### config.mk
export PLATFORM = sky130hd
export DESIGN_NAME = signed_radix_digit_emitter_core_flat
export DESIGN_NICKNAME = d
export VERILOG_FILES = /design/src/rtl/sre_pkg.sv /design/src/rtl/sre_in_if.sv /design/src/rtl/sre_out_if.sv /design/src/rtl/sre_alpha_check.sv /design/src/rtl/sre_div_unit.sv /design/src/rtl/signed_radix_digit_emitter_core.sv /design/src/flat_wrapper.sv
export SDC_FILE = /design/constraint.sdc
export NUM_CORES = 1
export LEC_CHECK = 0
export ABC_AREA = 1
export BUFFER_PORTS_ARGS = -buffer_cell sky130_fd_sc_hd__buf_2
export CAP_MARGIN = 20
export CORE_MARGIN = 3
export CORE_UTILIZATION = 35
export CTS_CLUSTER_DIAMETER = 30
export DETAILED_ROUTE_END_ITERATION = 10
export SYNTH_ARGS = -nofsm -noshare
export SYNTH_HDL_FRONTEND = slang
export SYNTH_SLANG_ARGS = --single-unit
### constraint.sdc
create_clock -name clk_i -period 15.1 [get_ports clk_i]
set_input_delay 1.51 -clock clk_i [delete_from_list [all_inputs] [get_ports clk_i]]
set_output_delay 1.51 -clock clk_i [all_outputs]
set_load 0.05 [all_outputs]
### src/rtl/sre_pkg.sv
// ----------------------------------------------------------------------------
// Signed radix digit emitter package
// Shared widths, register indexes, sign symbols and the symbol lookup helper.
// ----------------------------------------------------------------------------
`default_nettype none

package sre_pkg;

  // Field and register widths
  localparam int unsigned ValueW     = 32;
  localparam int unsigned SymW       = 8;
  localparam int unsigned CfgDataW   = 64;
  localparam int unsigned CfgIdxW    = 2;
  localparam int unsigned RadixW     = 5;
  localparam int unsigned MaxSymbols = 16;
  localparam int unsigned SymIdxW    = $clog2(MaxSymbols);
  localparam int unsigned AlphaW     = MaxSymbols * SymW;

  // Digit store: a 32-bit magnitude has at most 32 digits in radix 2
  localparam int unsigned MaxDigits  = ValueW;
  localparam int unsigned DigitIdxW  = $clog2(MaxDigits);
  localparam int unsigned DigitCntW  = DigitIdxW + 1;

  // Divider: quotient bits resolved per cycle
  localparam int unsigned DivBitsPerCycle = 8;
  localparam int unsigned DivCycles       = ValueW / DivBitsPerCycle;
  localparam int unsigned DivCntW         = $clog2(DivCycles);

  // Sign symbols
  localparam logic [SymW-1:0] PlusSym  = 8'h2B;
  localparam logic [SymW-1:0] MinusSym = 8'h2D;

  // Configuration register indexes
  typedef enum logic [CfgIdxW-1:0] {
    REG_SYMBOLS_LOW  = 2'd0,
    REG_SYMBOLS_HIGH = 2'd1,
    REG_RADIX        = 2'd2
  } cfg_reg_e;

  // Divider request and response
  typedef struct packed {
    logic              start;
    logic [ValueW-1:0] dividend;
    logic [RadixW-1:0] divisor;
  } div_req_t;

  typedef struct packed {
    logic               done;
    logic [ValueW-1:0]  quot;
    logic [SymIdxW-1:0] rem;
  } div_rsp_t;

  // Alphabet check response
  typedef struct packed {
    logic done;
    logic ok;
  } chk_rsp_t;

  // Pick symbol idx out of the packed alphabet, symbol 0 in the lowest byte
  function automatic logic [SymW-1:0] sym_at(input logic [AlphaW-1:0]  alpha,
                                             input logic [SymIdxW-1:0] idx);
    sym_at = alpha[idx*SymW +: SymW];
  endfunction

endpackage

`default_nettype wire

### src/rtl/sre_in_if.sv
// ----------------------------------------------------------------------------
// Signed radix digit emitter input channel
// Valid/ready channel carrying one signed value per beat.
// ----------------------------------------------------------------------------
`default_nettype none

interface sre_in_if;
  import sre_pkg::*;

  logic                     valid;
  logic                     ready;
  logic signed [ValueW-1:0] value;

  modport source  (output valid, output value, input ready);
  modport sink    (input valid, input value, output ready);
  modport monitor (input valid, input value, input ready);
endinterface

`default_nettype wire

### src/rtl/sre_out_if.sv
// ----------------------------------------------------------------------------
// Signed radix digit emitter output channel
// Valid/ready channel carrying one symbol byte and a last flag per beat.
// ----------------------------------------------------------------------------
`default_nettype none

interface sre_out_if;
  import sre_pkg::*;

  logic            valid;
  logic            ready;
  logic [SymW-1:0] symbol;
  logic            last;

  modport source  (output valid, output symbol, output last, input ready);
  modport sink    (input valid, input symbol, input last, output ready);
  modport monitor (input valid, input symbol, input last, input ready);
endinterface

`default_nettype wire

### src/rtl/sre_alpha_check.sv
// ----------------------------------------------------------------------------
// Alphabet checker
// Scans the symbols in use one per cycle, rejecting sign symbols, repeats
// and radices outside 2..16.
// ----------------------------------------------------------------------------
`default_nettype none

module sre_alpha_check (
  input  wire logic                      clk_i,
  input  wire logic                      rst_ni,
  input  wire logic                      start_i,
  input  wire logic [sre_pkg::AlphaW-1:0] alpha_i,
  input  wire logic [sre_pkg::RadixW-1:0] radix_i,
  output sre_pkg::chk_rsp_t              rsp_o
);
  import sre_pkg::*;

  logic               busy_q, busy_d;
  logic               done_q, done_d;
  logic               ok_q, ok_d;
  logic [SymIdxW-1:0] idx_q, idx_d;

  logic               radix_bad;
  logic [SymIdxW-1:0] idx_last;
  logic [SymW-1:0]    cur_sym;
  logic               cur_bad;

  assign radix_bad = (radix_i < RadixW'(2)) || (radix_i > RadixW'(MaxSymbols));
  assign idx_last  = SymIdxW'(radix_i - RadixW'(1));
  assign cur_sym   = sym_at(alpha_i, idx_q);

  // Compare the current symbol against the signs and every later symbol in use
  always_comb begin
    cur_bad = (cur_sym == PlusSym) || (cur_sym == MinusSym);
    for (int j = 0; j < MaxSymbols; j++) begin
      if ((RadixW'(j) > RadixW'(idx_q)) && (RadixW'(j) < radix_i) &&
          (sym_at(alpha_i, SymIdxW'(j)) == cur_sym)) begin
        cur_bad = 1'b1;
      end
    end
  end

  // Advance the scan
  always_comb begin
    busy_d = busy_q;
    done_d = 1'b0;
    ok_d   = ok_q;
    idx_d  = idx_q;
    if (start_i) begin
      idx_d = '0;
      if (radix_bad) begin
        done_d = 1'b1;
        ok_d   = 1'b0;
      end else begin
        busy_d = 1'b1;
      end
    end else if (busy_q) begin
      if (cur_bad) begin
        busy_d = 1'b0;
        done_d = 1'b1;
        ok_d   = 1'b0;
      end else if (idx_q == idx_last) begin
        busy_d = 1'b0;
        done_d = 1'b1;
        ok_d   = 1'b1;
      end else begin
        idx_d = idx_q + SymIdxW'(1);
      end
    end
  end

  always_ff @(posedge clk_i or negedge rst_ni) begin
    if (!rst_ni) begin
      busy_q <= 1'b0;
      done_q <= 1'b0;
      ok_q   <= 1'b0;
      idx_q  <= '0;
    end else begin
      busy_q <= busy_d;
      done_q <= done_d;
      ok_q   <= ok_d;
      idx_q  <= idx_d;
    end
  end

  assign rsp_o.done = done_q;
  assign rsp_o.ok   = ok_q;

endmodule

`default_nettype wire

### src/rtl/sre_div_unit.sv
// ----------------------------------------------------------------------------
// Radix divider
// Restoring division of a 32-bit magnitude by a radix of 2..16, resolving
// eight quotient bits per cycle.
// ----------------------------------------------------------------------------
`default_nettype none

module sre_div_unit (
  input  wire logic              clk_i,
  input  wire logic              rst_ni,
  input  wire sre_pkg::div_req_t req_i,
  output sre_pkg::div_rsp_t      rsp_o
);
  import sre_pkg::*;

  logic               busy_q;
  logic               done_q;
  logic [DivCntW-1:0] cnt_q;
  logic [ValueW-1:0]  dvd_q;
  logic [ValueW-1:0]  quot_q;
  logic [SymIdxW-1:0] rem_q;
  logic [RadixW-1:0]  div_q;

  logic [SymIdxW-1:0]         rem_d;
  logic [DivBitsPerCycle-1:0] qbits;

  // Resolve one byte of quotient bits, most significant first
  always_comb begin
    logic [RadixW-1:0]          t;
    logic [DivBitsPerCycle-1:0] src;
    src   = dvd_q[ValueW-1 -: DivBitsPerCycle];
    rem_d = rem_q;
    qbits = '0;
    for (int b = DivBitsPerCycle - 1; b >= 0; b--) begin
      t = {rem_d, src[b]};
      if (t >= div_q) begin
        rem_d    = SymIdxW'(t - div_q);
        qbits[b] = 1'b1;
      end else begin
        rem_d = t[SymIdxW-1:0];
      end
    end
  end

  // Control: load on start, count the passes
  always_ff @(posedge clk_i or negedge rst_ni) begin
    if (!rst_ni) begin
      busy_q <= 1'b0;
      done_q <= 1'b0;
      cnt_q  <= '0;
    end else begin
      done_q <= 1'b0;
      if (req_i.start) begin
        busy_q <= 1'b1;
        cnt_q  <= '0;
      end else if (busy_q) begin
        cnt_q <= cnt_q + DivCntW'(1);
        if (cnt_q == DivCntW'(DivCycles - 1)) begin
          busy_q <= 1'b0;
          done_q <= 1'b1;
        end
      end
    end
  end

  // Datapath: shift the dividend out, the quotient in
  always_ff @(posedge clk_i) begin
    if (req_i.start) begin
      dvd_q  <= req_i.dividend;
      div_q  <= req_i.divisor;
      rem_q  <= '0;
      quot_q <= '0;
    end else if (busy_q) begin
      dvd_q  <= dvd_q << DivBitsPerCycle;
      rem_q  <= rem_d;
      quot_q <= {quot_q[ValueW-DivBitsPerCycle-1:0], qbits};
    end
  end

  assign rsp_o.done = done_q;
  assign rsp_o.quot = quot_q;
  assign rsp_o.rem  = rem_q;

endmodule

`default_nettype wire

### src/rtl/signed_radix_digit_emitter_core.sv
// ----------------------------------------------------------------------------
// Signed radix digit emitter
// Formats a signed 32-bit value as symbols of a configured alphabet,
// leading minus first, then digits most significant first.
// ----------------------------------------------------------------------------
// An accepted value first has its alphabet scanned, one symbol per cycle (a
// radix outside 2..16 is rejected without a scan; a rejected alphabet gives
// no beats). Digits are then produced least significant first by one shared
// divider that resolves 8 quotient bits a cycle, and the number of digits
// is set by the magnitude and radix (up to 32). One sign step follows,
// whether or not a minus beat is sent, and symbols then leave one per cycle
// from the digit store while the sink keeps ready high. An item with a usable
// alphabet keeps input ready low through its check, division, sign and emit
// steps and any sink stalls; input ready is high only between items, and the
// last beat of one item may still wait in the output register while the next
// value is taken. Configuration may be written only while no item is in
// flight.
`default_nettype none

module signed_radix_digit_emitter_core (
  input  wire logic                         clk_i,
  input  wire logic                         rst_ni,
  input  wire logic                         cfg_we_i,
  input  wire logic [sre_pkg::CfgIdxW-1:0]  cfg_idx_i,
  input  wire logic [sre_pkg::CfgDataW-1:0] cfg_data_i,
  sre_in_if.sink                            in_i,
  sre_out_if.source                         out_o
);
  import sre_pkg::*;

  typedef enum logic [2:0] {
    ST_IDLE,
    ST_CHECK,
    ST_DIV,
    ST_SIGN,
    ST_EMIT
  } state_e;

  // Configuration registers
  logic [CfgDataW-1:0] sym_lo_q, sym_hi_q;
  logic [RadixW-1:0]   radix_q;
  logic [AlphaW-1:0]   alpha;

  // Sequencer state
  state_e               state_q, state_d;
  logic                 neg_q, neg_d;
  logic [ValueW-1:0]    mag_q, mag_d;
  logic [DigitIdxW-1:0] nd_q, nd_d;
  logic [DigitIdxW-1:0] k_q, k_d;
  logic                 out_valid_q, out_valid_d;
  logic [SymW-1:0]      out_sym_q, out_sym_d;
  logic                 out_last_q, out_last_d;

  // Digit store
  logic [SymIdxW-1:0]   digits_q [MaxDigits];
  logic                 dig_we;

  logic      in_acc;
  logic      slot_free;
  logic      chk_start;
  chk_rsp_t  chk_rsp;
  div_req_t  div_req;
  div_rsp_t  div_rsp;

  assign alpha     = {sym_hi_q, sym_lo_q};
  assign in_acc    = in_i.valid && in_i.ready;
  assign slot_free = !out_valid_q || out_o.ready;

  // Write configuration registers
  always_ff @(posedge clk_i or negedge rst_ni) begin
    if (!rst_ni) begin
      sym_lo_q <= '0;
      sym_hi_q <= '0;
      radix_q  <= '0;
    end else if (cfg_we_i) begin
      case (cfg_reg_e'(cfg_idx_i))
        REG_SYMBOLS_LOW:  sym_lo_q <= cfg_data_i;
        REG_SYMBOLS_HIGH: sym_hi_q <= cfg_data_i;
        REG_RADIX:        radix_q  <= cfg_data_i[RadixW-1:0];
        default:          ;
      endcase
    end
  end

  sre_alpha_check u_check (
    .clk_i   (clk_i),
    .rst_ni  (rst_ni),
    .start_i (chk_start),
    .alpha_i (alpha),
    .radix_i (radix_q),
    .rsp_o   (chk_rsp)
  );

  sre_div_unit u_div (
    .clk_i  (clk_i),
    .rst_ni (rst_ni),
    .req_i  (div_req),
    .rsp_o  (div_rsp)
  );

  // Sequence check, division and emission
  always_comb begin
    state_d          = state_q;
    neg_d            = neg_q;
    mag_d            = mag_q;
    nd_d             = nd_q;
    k_d              = k_q;
    out_valid_d      = out_valid_q && !out_o.ready;
    out_sym_d        = out_sym_q;
    out_last_d       = out_last_q;
    chk_start        = 1'b0;
    dig_we           = 1'b0;
    div_req.start    = 1'b0;
    div_req.dividend = (state_q == ST_CHECK) ? mag_q : div_rsp.quot;
    div_req.divisor  = radix_q;

    case (state_q)
      ST_IDLE: begin
        if (in_acc) begin
          neg_d     = in_i.value[ValueW-1];
          mag_d     = in_i.value[ValueW-1] ? ValueW'(-in_i.value) : ValueW'(in_i.value);
          chk_start = 1'b1;
          state_d   = ST_CHECK;
        end
      end
      ST_CHECK: begin
        if (chk_rsp.done) begin
          if (chk_rsp.ok) begin
            nd_d          = '0;
            div_req.start = 1'b1;
            state_d       = ST_DIV;
          end else begin
            state_d = ST_IDLE;
          end
        end
      end
      ST_DIV: begin
        if (div_rsp.done) begin
          dig_we = 1'b1;
          nd_d   = nd_q + DigitIdxW'(1);
          if ((div_rsp.quot == '0) || (nd_q == DigitIdxW'(MaxDigits - 1))) begin
            k_d     = nd_q;
            state_d = ST_SIGN;
          end else begin
            div_req.start = 1'b1;
          end
        end
      end
      ST_SIGN: begin
        if (!neg_q) begin
          state_d = ST_EMIT;
        end else if (slot_free) begin
          out_valid_d = 1'b1;
          out_sym_d   = MinusSym;
          out_last_d  = 1'b0;
          state_d     = ST_EMIT;
        end
      end
      ST_EMIT: begin
        if (slot_free) begin
          out_valid_d = 1'b1;
          out_sym_d   = sym_at(alpha, digits_q[k_q]);
          out_last_d  = (k_q == '0);
          if (k_q == '0) begin
            state_d = ST_IDLE;
          end else begin
            k_d = k_q - DigitIdxW'(1);
          end
        end
      end
      default: state_d = ST_IDLE;
    endcase
  end

  // Hold state and the output register
  always_ff @(posedge clk_i or negedge rst_ni) begin
    if (!rst_ni) begin
      state_q     <= ST_IDLE;
      out_valid_q <= 1'b0;
      out_sym_q   <= '0;
      out_last_q  <= 1'b0;
      nd_q        <= '0;
      k_q         <= '0;
      neg_q       <= 1'b0;
      mag_q       <= '0;
    end else begin
      state_q     <= state_d;
      out_valid_q <= out_valid_d;
      out_sym_q   <= out_sym_d;
      out_last_q  <= out_last_d;
      nd_q        <= nd_d;
      k_q         <= k_d;
      neg_q       <= neg_d;
      mag_q       <= mag_d;
    end
  end

  // Store each remainder as it comes out of the divider
  always_ff @(posedge clk_i) begin
    if (dig_we) begin
      digits_q[nd_q] <= div_rsp.rem;
    end
  end

  assign in_i.ready   = (state_q == ST_IDLE);
  assign out_o.valid  = out_valid_q;
  assign out_o.symbol = out_sym_q;
  assign out_o.last   = out_last_q;

endmodule

`default_nettype wire

### src/flat_wrapper.sv
// flat-port wrapper written by rule: the top's interface ports become plain ports
module signed_radix_digit_emitter_core_flat import sre_pkg::*;
  (clk_i, rst_ni, cfg_we_i, cfg_idx_i, cfg_data_i, in_i_valid, in_i_value, in_i_ready, out_o_valid, out_o_symbol, out_o_last, out_o_ready);
  sre_in_if in_i_i ();
  sre_out_if out_o_i ();
  input  wire logic clk_i;
  input  wire logic rst_ni;
  input  wire logic cfg_we_i;
  input  wire logic [sre_pkg::CfgIdxW-1:0] cfg_idx_i;
  input  wire logic [sre_pkg::CfgDataW-1:0] cfg_data_i;
  input wire logic [$bits(in_i_i.valid)-1:0] in_i_valid;
  input wire logic [$bits(in_i_i.value)-1:0] in_i_value;
  output wire logic [$bits(in_i_i.ready)-1:0] in_i_ready;
  output wire logic [$bits(out_o_i.valid)-1:0] out_o_valid;
  output wire logic [$bits(out_o_i.symbol)-1:0] out_o_symbol;
  output wire logic [$bits(out_o_i.last)-1:0] out_o_last;
  input wire logic [$bits(out_o_i.ready)-1:0] out_o_ready;
  assign in_i_i.valid = in_i_valid;
  assign in_i_i.value = in_i_value;
  assign in_i_ready = in_i_i.ready;
  assign out_o_valid = out_o_i.valid;
  assign out_o_symbol = out_o_i.symbol;
  assign out_o_last = out_o_i.last;
  assign out_o_i.ready = out_o_ready;
  signed_radix_digit_emitter_core u_core (.clk_i(clk_i), .rst_ni(rst_ni), .cfg_we_i(cfg_we_i), .cfg_idx_i(cfg_idx_i), .cfg_data_i(cfg_data_i), .in_i(in_i_i), .out_o(out_o_i));
endmodule
# After elaboration in Yosys (flattened, before gate mapping)
# Memory sizes are Yosys's and may differ from the RTL's.
# Cells that the tools add are included.
dict set report op_classes {
  mux 103
  n_shift 2
  bitwise 0
  reduce_logical 58
  addsub 14
  n_div 0
  n_lt_le_gt_ge 40
  n_mul 0
  eq_ne 41
}
# cell n
set op_table {}
lappend op_table {{128-bit by 8-bit variable part select with 8-bit output} 2}
lappend op_table {{32-bit 2-to-1 mux} 4}
lappend op_table {{8-bit equality test} 15}
lappend op_table {{1-bit 2-to-1 mux} 59}
lappend op_table {{4-bit 2-to-1 mux} 12}
lappend op_table {{5-bit greater-or-equal comparator} 8}
lappend op_table {{4-bit by 5-bit less-than comparator with 1-bit output (first input constant)} 8}
lappend op_table {{5-bit 2-to-1 mux} 7}
lappend op_table {{4-bit > comparator (first input constant)} 8}
lappend op_table {{1-bit logical AND} 32}
lappend op_table {{32-bit zero test} 1}
lappend op_table {{32-bit negator} 1}
lappend op_table {{4-bit subtractor} 8}
lappend op_table {{3-bit 2-to-1 mux} 8}
lappend op_table {{8-bit 2-to-1 mux} 3}
lappend op_table {{3-bit by 5-bit less-than comparator with 1-bit output (first input constant)} 4}
lappend op_table {{5-bit one-hot mux with 2 select lines} 2}
lappend op_table {{8-bit by 6-bit equality test with 1-bit output (second input constant)} 2}
lappend op_table {{3-bit by 4-bit > comparator with 1-bit output (first input constant)} 4}
lappend op_table {{8-bit one-hot mux with 2 select lines} 1}
lappend op_table {{3-bit one-hot mux with 5 select lines} 1}
lappend op_table {{2-bit by 1-bit != test with 1-bit output (second input constant)} 7}
lappend op_table {{2-bit != test (second input constant)} 7}
lappend op_table {{2-bit by 5-bit less-than comparator with 1-bit output (first input constant)} 2}
lappend op_table {{other kinds (32)} 52}
dict set report totals {
  mem_bits_ro 0
  ff_bits 273
  inputBits 103
  word_cells 281
  latchBits 0
  memories 1
  out_inout_bits 11
  ramBits 128
}
# name words width read_ports rd_ports_with_merged_regs write_ports line
set mem_list {}
lappend mem_list {u_core.digits_q 32 4 1 0 1 signed_radix_digit_emitter_core.sv:55} ;# logic [SymIdxW-1:0] digits_q [MaxDigits];

# Longest topological paths before layout
# Gate-level depths: netlist (run 1).
dict set report logic_depth {
  depth_word 21
  mapped_depth 75
  ltp_nobuf 75
}

# Modules after synthesis
# A second synthesis (run 1) with hierarchy kept.
dict set report hier_totals {
  hier_cells 3548
  hier_area_um2 25316.8
}
# mod cells_each area_each_um2 seq_area_each_um2 n_inst
set modules_own_cells {}
lappend modules_own_cells {signed_radix_digit_emitter_core 1786 15294.7 8573.2 1}
lappend modules_own_cells {sre_alpha_check 1179 5313.8 175.2 1}
lappend modules_own_cells {sre_div_unit 583 4708.3 1931.9 1}

# Least setup slack after synthesis (run 1)
# Ideal clock, no wire load.
dict set report synth_path {
  kind {reg2reg}
  startpoint {register u_core.u_div.div_q[1]}
  endpoint {register u_core.u_div.rem_q[0]}
  t_arrival_ns 11.232
  setup_time_ns 0.091
  slack_ns 3.776
  synth_period_minus_slack_ns 11.324
  path_stages_with_launch 68
  required_time_ns 15.009
  path_buffers 0
  path_cell_list {edfxtp_1 inv_1 ha_1 a21o_1 a221oi_1 nand3_1 inv_1 or2_2 o21ai_0 ha_1 nand2_1 nor2_1 a211oi_1 o21ai_0 a21oi_1 inv_1 o21ai_0 ha_1 [32 not listed] ha_1 a21o_1 nor2_1 nor2_1 nor3_1 inv_1 a21o_1 inv_2 nand2_1 o21ai_0 ha_1 a41oi_1 nand2_1 a21oi_1 inv_1 a21oi_1 o21ai_0 o22ai_1}
}
dict set report synth_via {
  elab_chain_len 16
  word_cells_on_any_way 23
  classes_between {add/sub: 7; order compare: 8; mux: 8}
}
# item line
set synth_lines {}
lappend synth_lines {{from (decl)} sre_div_unit.sv:22} ;# logic [RadixW-1:0] div_q;
lappend synth_lines {{from (signal assigned)} sre_div_unit.sv:70} ;# div_q <= req_i.divisor;
lappend synth_lines {{4-bit subtractor or 5-bit greater-or-equal comparator (tied branches)} {sre_div_unit.sv:37, sre_div_unit.sv:36}}
lappend synth_lines {{4-bit 2-to-1 mux} sre_div_unit.sv:36} ;# if (t >= div_q) begin
lappend synth_lines {{4-bit subtractor or 5-bit greater-or-equal comparator (tied branches)} {sre_div_unit.sv:37, sre_div_unit.sv:36}}
lappend synth_lines {{4-bit 2-to-1 mux} sre_div_unit.sv:36}
lappend synth_lines {{4-bit subtractor or 5-bit greater-or-equal comparator (tied branches)} {sre_div_unit.sv:37, sre_div_unit.sv:36}}
lappend synth_lines {{4-bit 2-to-1 mux} sre_div_unit.sv:36}
lappend synth_lines {{5-bit greater-or-equal comparator or 4-bit subtractor (tied branches)} {sre_div_unit.sv:36, sre_div_unit.sv:37}}
lappend synth_lines {{4-bit 2-to-1 mux} sre_div_unit.sv:36}
lappend synth_lines {{4-bit subtractor or 5-bit greater-or-equal comparator (tied branches)} {sre_div_unit.sv:37, sre_div_unit.sv:36}}
lappend synth_lines {{4-bit 2-to-1 mux} sre_div_unit.sv:36}
lappend synth_lines {{4-bit subtractor or 5-bit greater-or-equal comparator (tied branches)} {sre_div_unit.sv:37, sre_div_unit.sv:36}}
lappend synth_lines {{4-bit 2-to-1 mux} sre_div_unit.sv:36}
lappend synth_lines {{4-bit subtractor or 5-bit greater-or-equal comparator (tied branches)} {sre_div_unit.sv:37, sre_div_unit.sv:36}}
lappend synth_lines {{4-bit 2-to-1 mux} sre_div_unit.sv:36}
lappend synth_lines {{5-bit greater-or-equal comparator *} sre_div_unit.sv:36}
lappend synth_lines {{4-bit 2-to-1 mux *} sre_div_unit.sv:36}
lappend synth_lines {{to (signal assigned)} sre_div_unit.sv:75} ;# rem_q <= rem_d;
lappend synth_lines {{to (decl)} sre_div_unit.sv:21} ;# logic [SymIdxW-1:0] rem_q;
# Every way passes the cells marked *; elsewhere a longest branch is shown, timed or not.
# A chain may end at the register's enable or synchronous reset.

# Final worst setup path (run 1)
# Same ends and word-level chain as after synthesis.

==> results of run 1 <==
-- what timing repair did --
action                                  in CTS  in global routing
resized for setup                            0                  1
hold buffers                                 0                  0
endpoints found under the hold margin        0                  0
endpoints found under the setup margin       0                  4
-- worst reg2reg max path, delay by kind of cell, from the launching register on --
| kind | cells | cell delay (ns) |
|---|---|---|
| AO/OA/AOI/OAI | 30 | 7.07 |
| adder cells (fa/ha/maj) | 8 | 2.60 |
| buffers and inverters | 9 | 1.30 |
| flip-flops | 1 | 0.66 |
| AND/OR/NAND/NOR | 18 | 1.49 |
-- layout make-up --
| type | instances | area [µm²] | area share (%) |
|---|---|---|---|
| multi-input cells | 2239 | 11100 | 39.3 |
| flip-flops and latches | 401 | 10700 | 37.7 |
| clock buffers | 116 | 2510 | 8.87 |
| inverters | 340 | 1280 | 4.51 |
| well taps | 873 | 1090 | 3.85 |
| repair buffers | 143 | 861 | 3.04 |
| clock inverters | 53 | 785 | 2.77 |
-- cell usage in the layout, fill, tap and decap left out, drive strengths merged, types with 5 or more instances in the layout --
master    synthesis  final
nand2           865    865
inv             338    340
nor2            335    335
nand3           328    328
o21ai           287    287
dfrtp           200    200
edfxtp          165    165
buf              76    143
clkbuf           79    116
a21oi            73     73
xor2             71     71
ha               53     53
dfxtp            36     36
a211oi           35     35
nor3             29     29
clkinv            2     26
a31oi            24     24
o211ai           18     18
bufinv            0     15
nand4            13     13
o22ai            13     13
clkinvlp          0     12
or2              11     11
xnor2            11     11
nor4              9      9
a221oi            9      9
o31ai             8      8
fa                8      8
a21o              5      5
nand3b            5      5
-- how the worst min path moves through the flow --
stage,end,cells past startpoint
2_1_floorplan,u_core.u_div.div_q[0],0
3_3_place_gp,u_core.out_o.symbol[7],2
3_5_place_dp,u_core.out_o.symbol[6],2
4_1_cts,u_core.out_o.symbol[6],2
5_1_grt,u_core.mag_q[20],2
6_report,u_core.out_o.symbol[6],2
-- synthesized netlist by cell type (36+ instances only) --
cell	number
nand2_1	840
inv_1	330
nor2_1	329
nand3_1	327
o21ai_0	274
dfrtp_1	200
edfxtp_1	165
clkbuf_1	79
a21oi_1	72
xor2_1	71
ha_1	53
buf_2	45
dfxtp_1	36
-- metrics by stage --
step | cells | hold WS [ns] | worst slack (ns)
floorplan | 3135 | 0.423 | 3.78
global placement | 3993 | 0.464 | 1.90
detailed placement | 3993 | 0.468 | 1.74
CTS | 4162 | 0.478 | 1.66
global route | 4165 | 0.504 | 0.0853
finish | 4165 | 0.480 | 1.91
-- state kept, by name, summed over array words and instances, names as in the netlist, 8 cells and up --
register,count
u_core.u_div.quot_q,32
u_core.u_div.dvd_q,32
u_core.digits_q,128
u_core.sym_lo_q,64
u_core.mag_q,32
u_core.sym_hi_q,64
u_core.out_o.symbol,8
-- cell families after synthesis --
logic type,count (synthesis),synth area share (%)
and+or+nand+nor,1603,28.2
buffers and inverters,495,8.79
AOI/OAI and AO/OA,493,11.8
DFF,401,44.8
xor gates and xnor gates,82,3.01
adders and majority gates,61,3.45
-- metal layers --
| layer | part of all wire, % | routed length, µm | global-route usage [%] | up-vias |
|---|---|---|---|---|
| met1 | 43 | 33700 | 29.8 | 10100 |
| met5 | 0.016 | 13 | 0 | - |
| li1 | - | - | - | 10500 |
| met4 | 4.5 | 3570 | 10.5 | 2 |
| met2 | 44 | 35000 | 33.7 | 947 |
| met3 | 8.7 | 6860 | 4.65 | 186 |
==> summary.md, run 1 <==
| Metric | Value |
|---|---|
| Max Fclk | 0.0758 GHz |
| First-pass GRT wire length | about 120 mm |
| Io pins | 114 |
| Max_cap viols | 0 |
| Most used DFF post-synth | dfrtp_1 |
| Post-route ant nets | 0 |
| Mapped cell area | around 0.024 mm² |
| Die area | 0.0713 mm² |
| Final GP Congestion | around 1 |
| GR Overflow Total | 0 |
| Std cell rows | 95 |
| Initial Util | around 35% |
| Top cells by area, synth | dfrtp_1, edfxtp_1, nand2_1, nand3_1, o21ai_0 |
| CP Depth | 65 |
| Fillers | 6737 |
| Worst Setup SP | u_core.u_div.div_q[1] |
| Clk pin slew, worst setup/hold paths | 0.05 ns |
| Post-CTS Setup Inserts | 0 |
| Top cell type's share of synthesized area | between 20% and 30% |
| Final period util | 87.4% |
| Core area | 0.0674 mm² |
| Share of cells above drive strength 1 | 11.1% |
| Clk sink count | 401 |
| RSZ-0062 raised after global routing | false |
| Fin crit period | 13.19 ns |
| Buffers and inverters on the worst path | 9 |
| Setup_tns | 0 ns |
| Die height | 267 µm |
| Setup violators final | 0 |
| CTS buffer count | 91 |
| Least-Margin Pin Slew | ~1.2 ns |
| DRC Markers | 0 |
| CP Class | flip-flop to flip-flop |
| Ant diodes | 0 |
| Util after Layout | 42.1% |
| DPL Wire Length | approximately 55 mm |
| Initial antenna violation count | 1 |
| CP required | 15.63 ns |
| CP max stage delay | between 0.6 and 0.7 ns |
| Async SR Flop Fraction | between 40 and 50% |
| Hold Startpoint | u_core.out_o.symbol[6] |
| Number of iterations in the first detailed-routing pass | 6 |
| CTS Buffer Depth | 3 |
| Slew Limit Fails | 0 |
| Wire length per cell | 19.0 µm |
| Biggest area consumer among synthesized cells | dfrtp_1 |
| Root buf cell | clkbuf_16 |
| Global-route usage over all layers | 22.0% |
| Critical path arrival | 13.73 ns |
| Critical Path Source Type | flip-flop |
| Die width | 267 µm |
| Design Area, Final | 0.0284 mm² |
| Skew-Pair Late Insertion Delay | 0.63 ns |
| Register-to-Register Path Depth | 65 |
| Post-synthesis register bit count | 401 |
| R2R Path End | u_core.u_div.rem_q[0] |
| Post-synthesis net count | ~3300 |
| CP Max Fanout | 10 |
| Synth Instances | 3135 |
| Most frequent CP cell | o21ai_0 |
| Avg Cell Area, Syn | approximately 7.6 µm² |
| Via/cell ratio | 5.23 |
| Via Count | 21800 |
| Largest net degree at the start of global routing | 129 |
| R2R Setup Slk | ~1.9 ns |
| Area after DPL | 0.0250 mm² |
| YS warnings | 0 |
| Final Hold Violating Endpoints | 0 |
| Run status | finished clean |
| Routed wire length | 79.1 mm |
| Port Buffer Count | 113 |
| Worst path slowest cell | edfxtp_1 |
| Vias in the first global route | slightly above 20000 |
| CTS H-tree depth | 3 |
| Worst setup EP type | flip-flop |
| Hold Crit Class | flip-flop to flip-flop |
| Clock skew | 0.0421 ns |
| Initial drt markers | 2175 |
| Worst rel slew slack | between 20% and 30% |
| Seq/Total Area, Yosys | between 40% and 50% |
| Nets | ~3400 |
| Endpoint of the worst setup timing path | u_core.u_div.rem_q[0] |
| Cell variety after synth | 60 |
| Reg2reg start | u_core.u_div.div_q[1] |
| Kind of cell adding the most delay to the critical path | compound AO/OA/AOI/OAI gates |
| Synth-to-layout area growth | 18.8% |
| Number of synthesized flops with an enable pin | 165 |
| TritonCTS clock tree | yes |
Power of run 1 is not shown: default switching activity piles up to over one toggle a cycle in this logic, so the estimate is an artifact.
==> run 2: changes to the inputs <==
BUFFER_PORTS_ARGS = -buffer_cell sky130_fd_sc_hd__buf_4   (was -buffer_cell sky130_fd_sc_hd__buf_2)
==> run 2 against run 1 <==
Net effect:
- cell area grew 0.52%
- sequential share of layout area shrank 0.19 points
- first-iteration DRC count grew 11%
- flip-flop and latch count is the same
- global-route usage shrank 0.090 points
- clock-buffer cell count grew 3
==> summary.md, run 2 (synthesized netlist as in run 1, its figures left out) <==
| Metric | Value |
|---|---|
| Clock skew | 0.0274 ns (-0.0146 ns) |
| Routed wire length | 79.0 mm (-0.19%) |
| Max Fclk | 0.0760 GHz (+0.26%) |
| Worst Setup Slack, final | 1.94 ns (+0.0344 ns) |
| Ant diodes | 0 (unchanged) |
| GR Overflow Total | 0 (unchanged) |
| Post-route ant nets | 0 (unchanged) |
| Die width | 267 µm (unchanged) |
| Synth-to-layout area growth | 19.4% |
| CP max stage delay | 0.44 ns (-0.22 ns) |
| PostCTS Resize Cnt | 0 (unchanged) |
| Max_cap viols | 0 (unchanged) |
| Util after Layout | 42.3% (+0.22 points) |
| Max reg flops | 128 (unchanged) |
| Worst path slowest cell | edfxtp_1 |
| Std cell rows | 95 (unchanged) |
| Largest net degree at the start of global routing | 87 (-33%) |
| Hold Startpoint | u_core.mag_q[29] |
| CTS Buffer Depth | 3 (unchanged) |
| Final period util | 87.1% (-0.23 points) |
| Die area | 0.0713 mm² (unchanged) |
| Run status | finished clean |
| Worst Setup SP | u_core.u_div.div_q[1] |
| Post-CTS Setup Inserts | 0 (unchanged) |
| Largest Register | u_core.digits_q |
| Slew Limit Fails | 0 (unchanged) |
| Skew-Pair Late Insertion Delay | 0.62 ns (about the same) |
| CTS buffer count | 89 (-2.2%) |
| Initial Util | 35.4% (unchanged) |
| Setup violators final | 0 (unchanged) |
| Commonest non-fill, non-tap cell in the layout | nand2_1 |
| Clk sink count | 401 (unchanged) |
| Wire length per cell | 19.0 µm (-0.16%) |
| Setup_tns | 0 ns (unchanged) |
| CP Class | flip-flop to flip-flop |
| Share of cells above drive strength 1 | 10.9% (-0.18 points) |
| RSZ-0062 raised after global routing | false |
| Top Registers | u_core.digits_q: 128 flops, u_core.sym_hi_q: 64 flops, u_core.sym_lo_q: 64 flops |
| Setup slack at placement | 1.62 ns (-0.111 ns) |
| DPL Wire Length | 54.6 mm (about the same) |
| CP required | 15.64 ns (about the same) |
| Nets | 3379 (-0.030%) |
| Hold buffers post-CTS | 0 (unchanged) |
| CP Max Fanout | 10 (unchanged) |
| Critical path arrival | 13.70 ns (-0.03 ns) |
| Via/cell ratio | 5.27 (+0.85%) |
| Reg2reg start | u_core.u_div.div_q[1] |
| CTS H-tree depth | 3 (unchanged) |
| Worst setup EP type | flip-flop |
| Die height | 267 µm (unchanged) |
| Clk pin slew, worst setup/hold paths | 0.05 ns (about the same) |
| Most frequent CP cell | o21ai_0 |
| Initial antenna violation count | 0 (-1) |
| Fin crit period | 13.16 ns (-0.0344 ns) |
| Worst rel slew slack | 19.2% (-2.2 points) |
| Io pins | 114 (unchanged) |
| Initial drt markers | 2424 (+11%) |
| DRC Markers | 0 (unchanged) |
| Final Hold Violating Endpoints | 0 (unchanged) |
| TritonCTS clock tree | yes |
| Core area | 0.0674 mm² (unchanged) |
| Global-route usage over all layers | 21.9% (-0.090 points) |
| Number of iterations in the first detailed-routing pass | 6 (unchanged) |
| Most frequent cells in the layout | nand2_1, inv_1, nor2_1 |
| Critical Path Source Type | flip-flop |
| Vias in the first global route | 20400 (+0.57%) |
| First-pass GRT wire length | 121 mm (about the same) |
| Port Buffer Count | 113 (unchanged) |
| Hold Crit Class | flip-flop to flip-flop |
| Final GP Congestion | 1.01 (+0.31%) |
| Least-Margin Pin Slew | 1.21 ns (+0.0325 ns) |
| Via Count | 22000 (+0.83%) |
| Root buf cell | clkbuf_16 |
[run 2: cell count changes in the layout (fill, tap and decap cells not counted), moves of 3 or more]
cell / previous run / this run
inv_6: 2 / 5
clkinv_2: 14 / 10
buf_2: 112 / 0
buf_4: 27 / 141
clkinv_1: 3 / 9
clkbuf_16: 94 / 97
bufinv_16: 15 / 9
clkinv_4: 5 / 8
clkinvlp_4: 12 / 7
[run 2: area by class of cell]
class / instances / area (µm²)
clock buffer: 119 / 2610
tap: 873 / 1090
timing repair buffer: 144 / 1130
inverter: 340 / 1280
fill: 6775 / 38900
multi-input combinational: 2239 / 11100
sequential: 401 / 10700
clock inverter: 48 / 572
[run 2: final timing paths]
| kind | end | cells after the start | slack [ns] |
|---|---|---|---|
| setup / recovery | u_core.u_div.rem_q[0] | 69 | 1.94 |
| hold / removal | u_core.mag_q[29] | 2 | 0.48 |
| setup reg to reg | u_core.u_div.rem_q[0] | 69 | 1.94 |
| hold reg to reg | u_core.mag_q[29] | 2 | 0.48 |
| max in group asynchronous | u_core.k_q[0] | 2 | 12.88 |
| min in group asynchronous | u_core.mag_q[18] | 1 | 0.85 |
[run 2: layer usage]
metal,part of all wire (%),up-vias,track usage [%]
li1,-,10500,-
met1,43,10300,30.0
met2,45,994,33.7
met3,8.4,210,4.65
met4,4.2,0,9.29
met5,0,-,0
[run 2: critical path, delay by kind of cell (launching register included)]
kind / cells / cell delay [ns]
AO/OA/AOI/OAI: 29 / 6.89
adder cells (fa/ha/maj): 8 / 2.57
buffers and inverters: 10 / 1.38
flip-flops: 1 / 0.44
AND/OR/NAND/NOR: 22 / 1.77
[run 2: metrics by stage]
| step | cell area (µm²) | hold WS [ns] | instances |
|---|---|---|---|
| after floorplan | 23900 | 0.423 | 3135 |
| after global placement | 25200 | 0.465 | 3991 |
| after detailed placement | 25200 | 0.466 | 3991 |
| after CTS | 28400 | 0.479 | 4158 |
| after global routing | 28500 | 0.504 | 4164 |
| final | 28500 | 0.476 | 4164 |
Power of run 2 is left out for the same reason.
==> run 3: changes to the inputs <==
ABC_CLOCK_PERIOD_IN_PS = 15100   (was not set)
CELL_PAD_IN_SITES_DETAIL_PLACEMENT = 1   (was not set)
CELL_PAD_IN_SITES_GLOBAL_PLACEMENT = 1   (was not set)
PLACE_DENSITY_LB_ADDON = 0.1   (was not set)
==> run 3 against run 2 <==
Net effect:
- flip-flop and latch count stayed put
- worst hold slack better by 0.0050 ns
- cell count is 0.62% higher
- first-iteration DRC count is 33% lower
==> summary.md, run 3 (synthesized netlist as in run 1, its figures left out) <==
| Metric | Value |
|---|---|
| Run status | finished clean |
| Largest Register | u_core.digits_q |
| Setup_tns | 0 ns (unchanged) |
| CP max stage delay | 0.43 ns (about the same) |
| Critical path arrival | 13.90 ns (+0.20 ns) |
| Met2 WL | 45.9 mm (+30%) |
| Post-route ant nets | 0 (unchanged) |
| Via Count | 22400 (+2.1%) |
| Worst path slowest cell | a21oi_1 |
| CP required | 15.69 ns (+0.05 ns) |
| Die area | 0.0713 mm² (unchanged) |
| Final GP Congestion | 0.929 (-7.6%) |
| Clk sink count | 401 (unchanged) |
| Final Hold Violating Endpoints | 0 (unchanged) |
| Largest net degree at the start of global routing | 94 (+8.0%) |
| DRC Markers | 0 (unchanged) |
| TritonCTS clock tree | yes |
| Setup violators final | 0 (unchanged) |
| GR Overflow Total | 0 (unchanged) |
| Skew-Pair Late Insertion Delay | 0.68 ns (+0.06 ns) |
| Via/cell ratio | 5.35 (+1.4%) |
| Least-Margin Pin Slew | 0.935 ns (-0.273 ns) |
| Critical Path Source Type | flip-flop |
| Die width | 267 µm (unchanged) |
| First-pass GRT wire length | 141 mm (+16%) |
| Worst setup EP type | flip-flop |
| CTS Buffer Depth | 3 (unchanged) |
| DPL Wire Length | 66.0 mm (+21%) |
| CTS H-tree depth | 3 (unchanged) |
| Max Fclk | 0.0751 GHz (-1.2%) |
| Routed wire length | 92.3 mm (+17%) |
| Fin crit period | 13.32 ns (+0.158 ns) |
| Vias in the first global route | 23600 (+16%) |
| CP Max Fanout | 9 (-1) |
| Top Registers | u_core.digits_q: 128 flops, u_core.sym_hi_q: 64 flops, u_core.sym_lo_q: 64 flops |
| Util after Layout | 42.8% (+0.51 points) |
| DR top layer | met4 |
| Initial antenna violation count | 1 (+1) |
| Commonest non-fill, non-tap cell in the layout | nand2_1 |
| Hold Crit Class | flip-flop to flip-flop |
| Global-route usage over all layers | 25.8% (+3.9 points) |
| Slew Limit Fails | 0 (unchanged) |
| Io pins | 114 (unchanged) |
| Worst rel slew slack | 37.4% (+18 points) |
| Nets | 3395 (+0.47%) |
| CP Class | flip-flop to flip-flop |
| Routed met1 length | 38.7 mm (+15%) |
| Core area | 0.0674 mm² (unchanged) |
| Port Buffer Count | 113 (unchanged) |
| Max_cap viols | 0 (unchanged) |
| Clk pin slew, worst setup/hold paths | 0.05 ns (about the same) |
| Root buf cell | clkbuf_16 |
| Wire length per cell | 22.0 µm (+16%) |
| Most frequent cells in the layout | nand2_1, inv_1, nor2_1 |
| CTS buffer count | 102 (+15%) |
| Initial Util | 35.4% (unchanged) |
| Max reg flops | 128 (unchanged) |
| Met3 wire len | 3.64 mm (-45%) |
| RSZ-0062 raised after global routing | false |
| Synth-to-layout area growth | 20.9% |
| Ant diodes | 0 (unchanged) |
| Share of cells above drive strength 1 | 11.4% (+0.49 points) |
| Number of iterations in the first detailed-routing pass | 5 (-1) |
| Final period util | 88.2% (+1.0 points) |
| Die height | 267 µm (unchanged) |
| Initial drt markers | 1614 (-33%) |
| Clock skew | 0.0536 ns (+0.0262 ns) |
| Std cell rows | 95 (unchanged) |
| Most frequent CP cell | o21ai_0 |
==> run 3: cell count changes in the layout (fill, tap and decap cells not counted), sizes merged <==
cell,change
clkbuf,+14
clkinv,+7
inv,+4
buf,+3
clkinvlp,-2
==> run 3: metrics by stage <==
stage | setup slack (ns) | instances | hold WS [ns] | cell area, µm²
final | 1.78 | 4190 | 0.481 | 28800
after floorplan | 3.78 | 3135 | 0.423 | 23900
after global placement | 1.82 | 3997 | 0.470 | 25300
after CTS | 1.10 | 4187 | 0.484 | 28800
after detailed placement | 1.19 | 3997 | 0.474 | 25300
after global routing | 0.0909 | 4190 | 0.507 | 28800
==> run 3: critical path: cells and delay by family, from the launching register on <==
kind,cells,cell delay (ns)
DFF,1,0.37
and+or+nand+nor,21,1.80
AOI/OAI and AO/OA,31,6.96
buffers and inverters,10,1.51
adders and majority gates,8,2.60
==> run 3: final timing paths <==
kind                                       start                    end  slack [ns]  cells after the start
max                        u_core.u_div.div_q[2]  u_core.u_div.rem_q[0]        1.78                     70
min                          u_core.sym_lo_q[32]    u_core.sym_lo_q[32]        0.48                      2
max reg2reg                u_core.u_div.div_q[2]  u_core.u_div.rem_q[0]        1.78                     70
min reg2reg                  u_core.sym_lo_q[32]    u_core.sym_lo_q[32]        0.48                      2
max in group asynchronous                 rst_ni    u_core.sym_lo_q[20]       12.86                      2
min in group asynchronous                 rst_ni    u_core.sym_lo_q[15]        0.88                      1
==> run 3: cell type report <==
class,instances,area (µm²)
Clock buffer,133,2830
Clock inverter,57,702
Tap cell,873,1090
Timing Repair Buffer,147,1120
Inverter,340,1280
Fill cell,8103,38500
Sequential cell,401,10700
Multi-Input combinational cell,2239,11100
==> run 3: repair_timing <==
item,CTS,global route
gates resized for setup,0,2
buffers inserted,0,2
setup endpoints to repair,0,5
hold buffers,0,0
hold endpoints to repair,0,0
==> run 3: metal layers <==
metal  vias up  GRT usage, %
met5         -             0
met4         0          11.2
met3       209          3.36
met2       528          45.1
met1     11200          32.0
li1      10500             -
Power of run 3 is left out for the same reason.
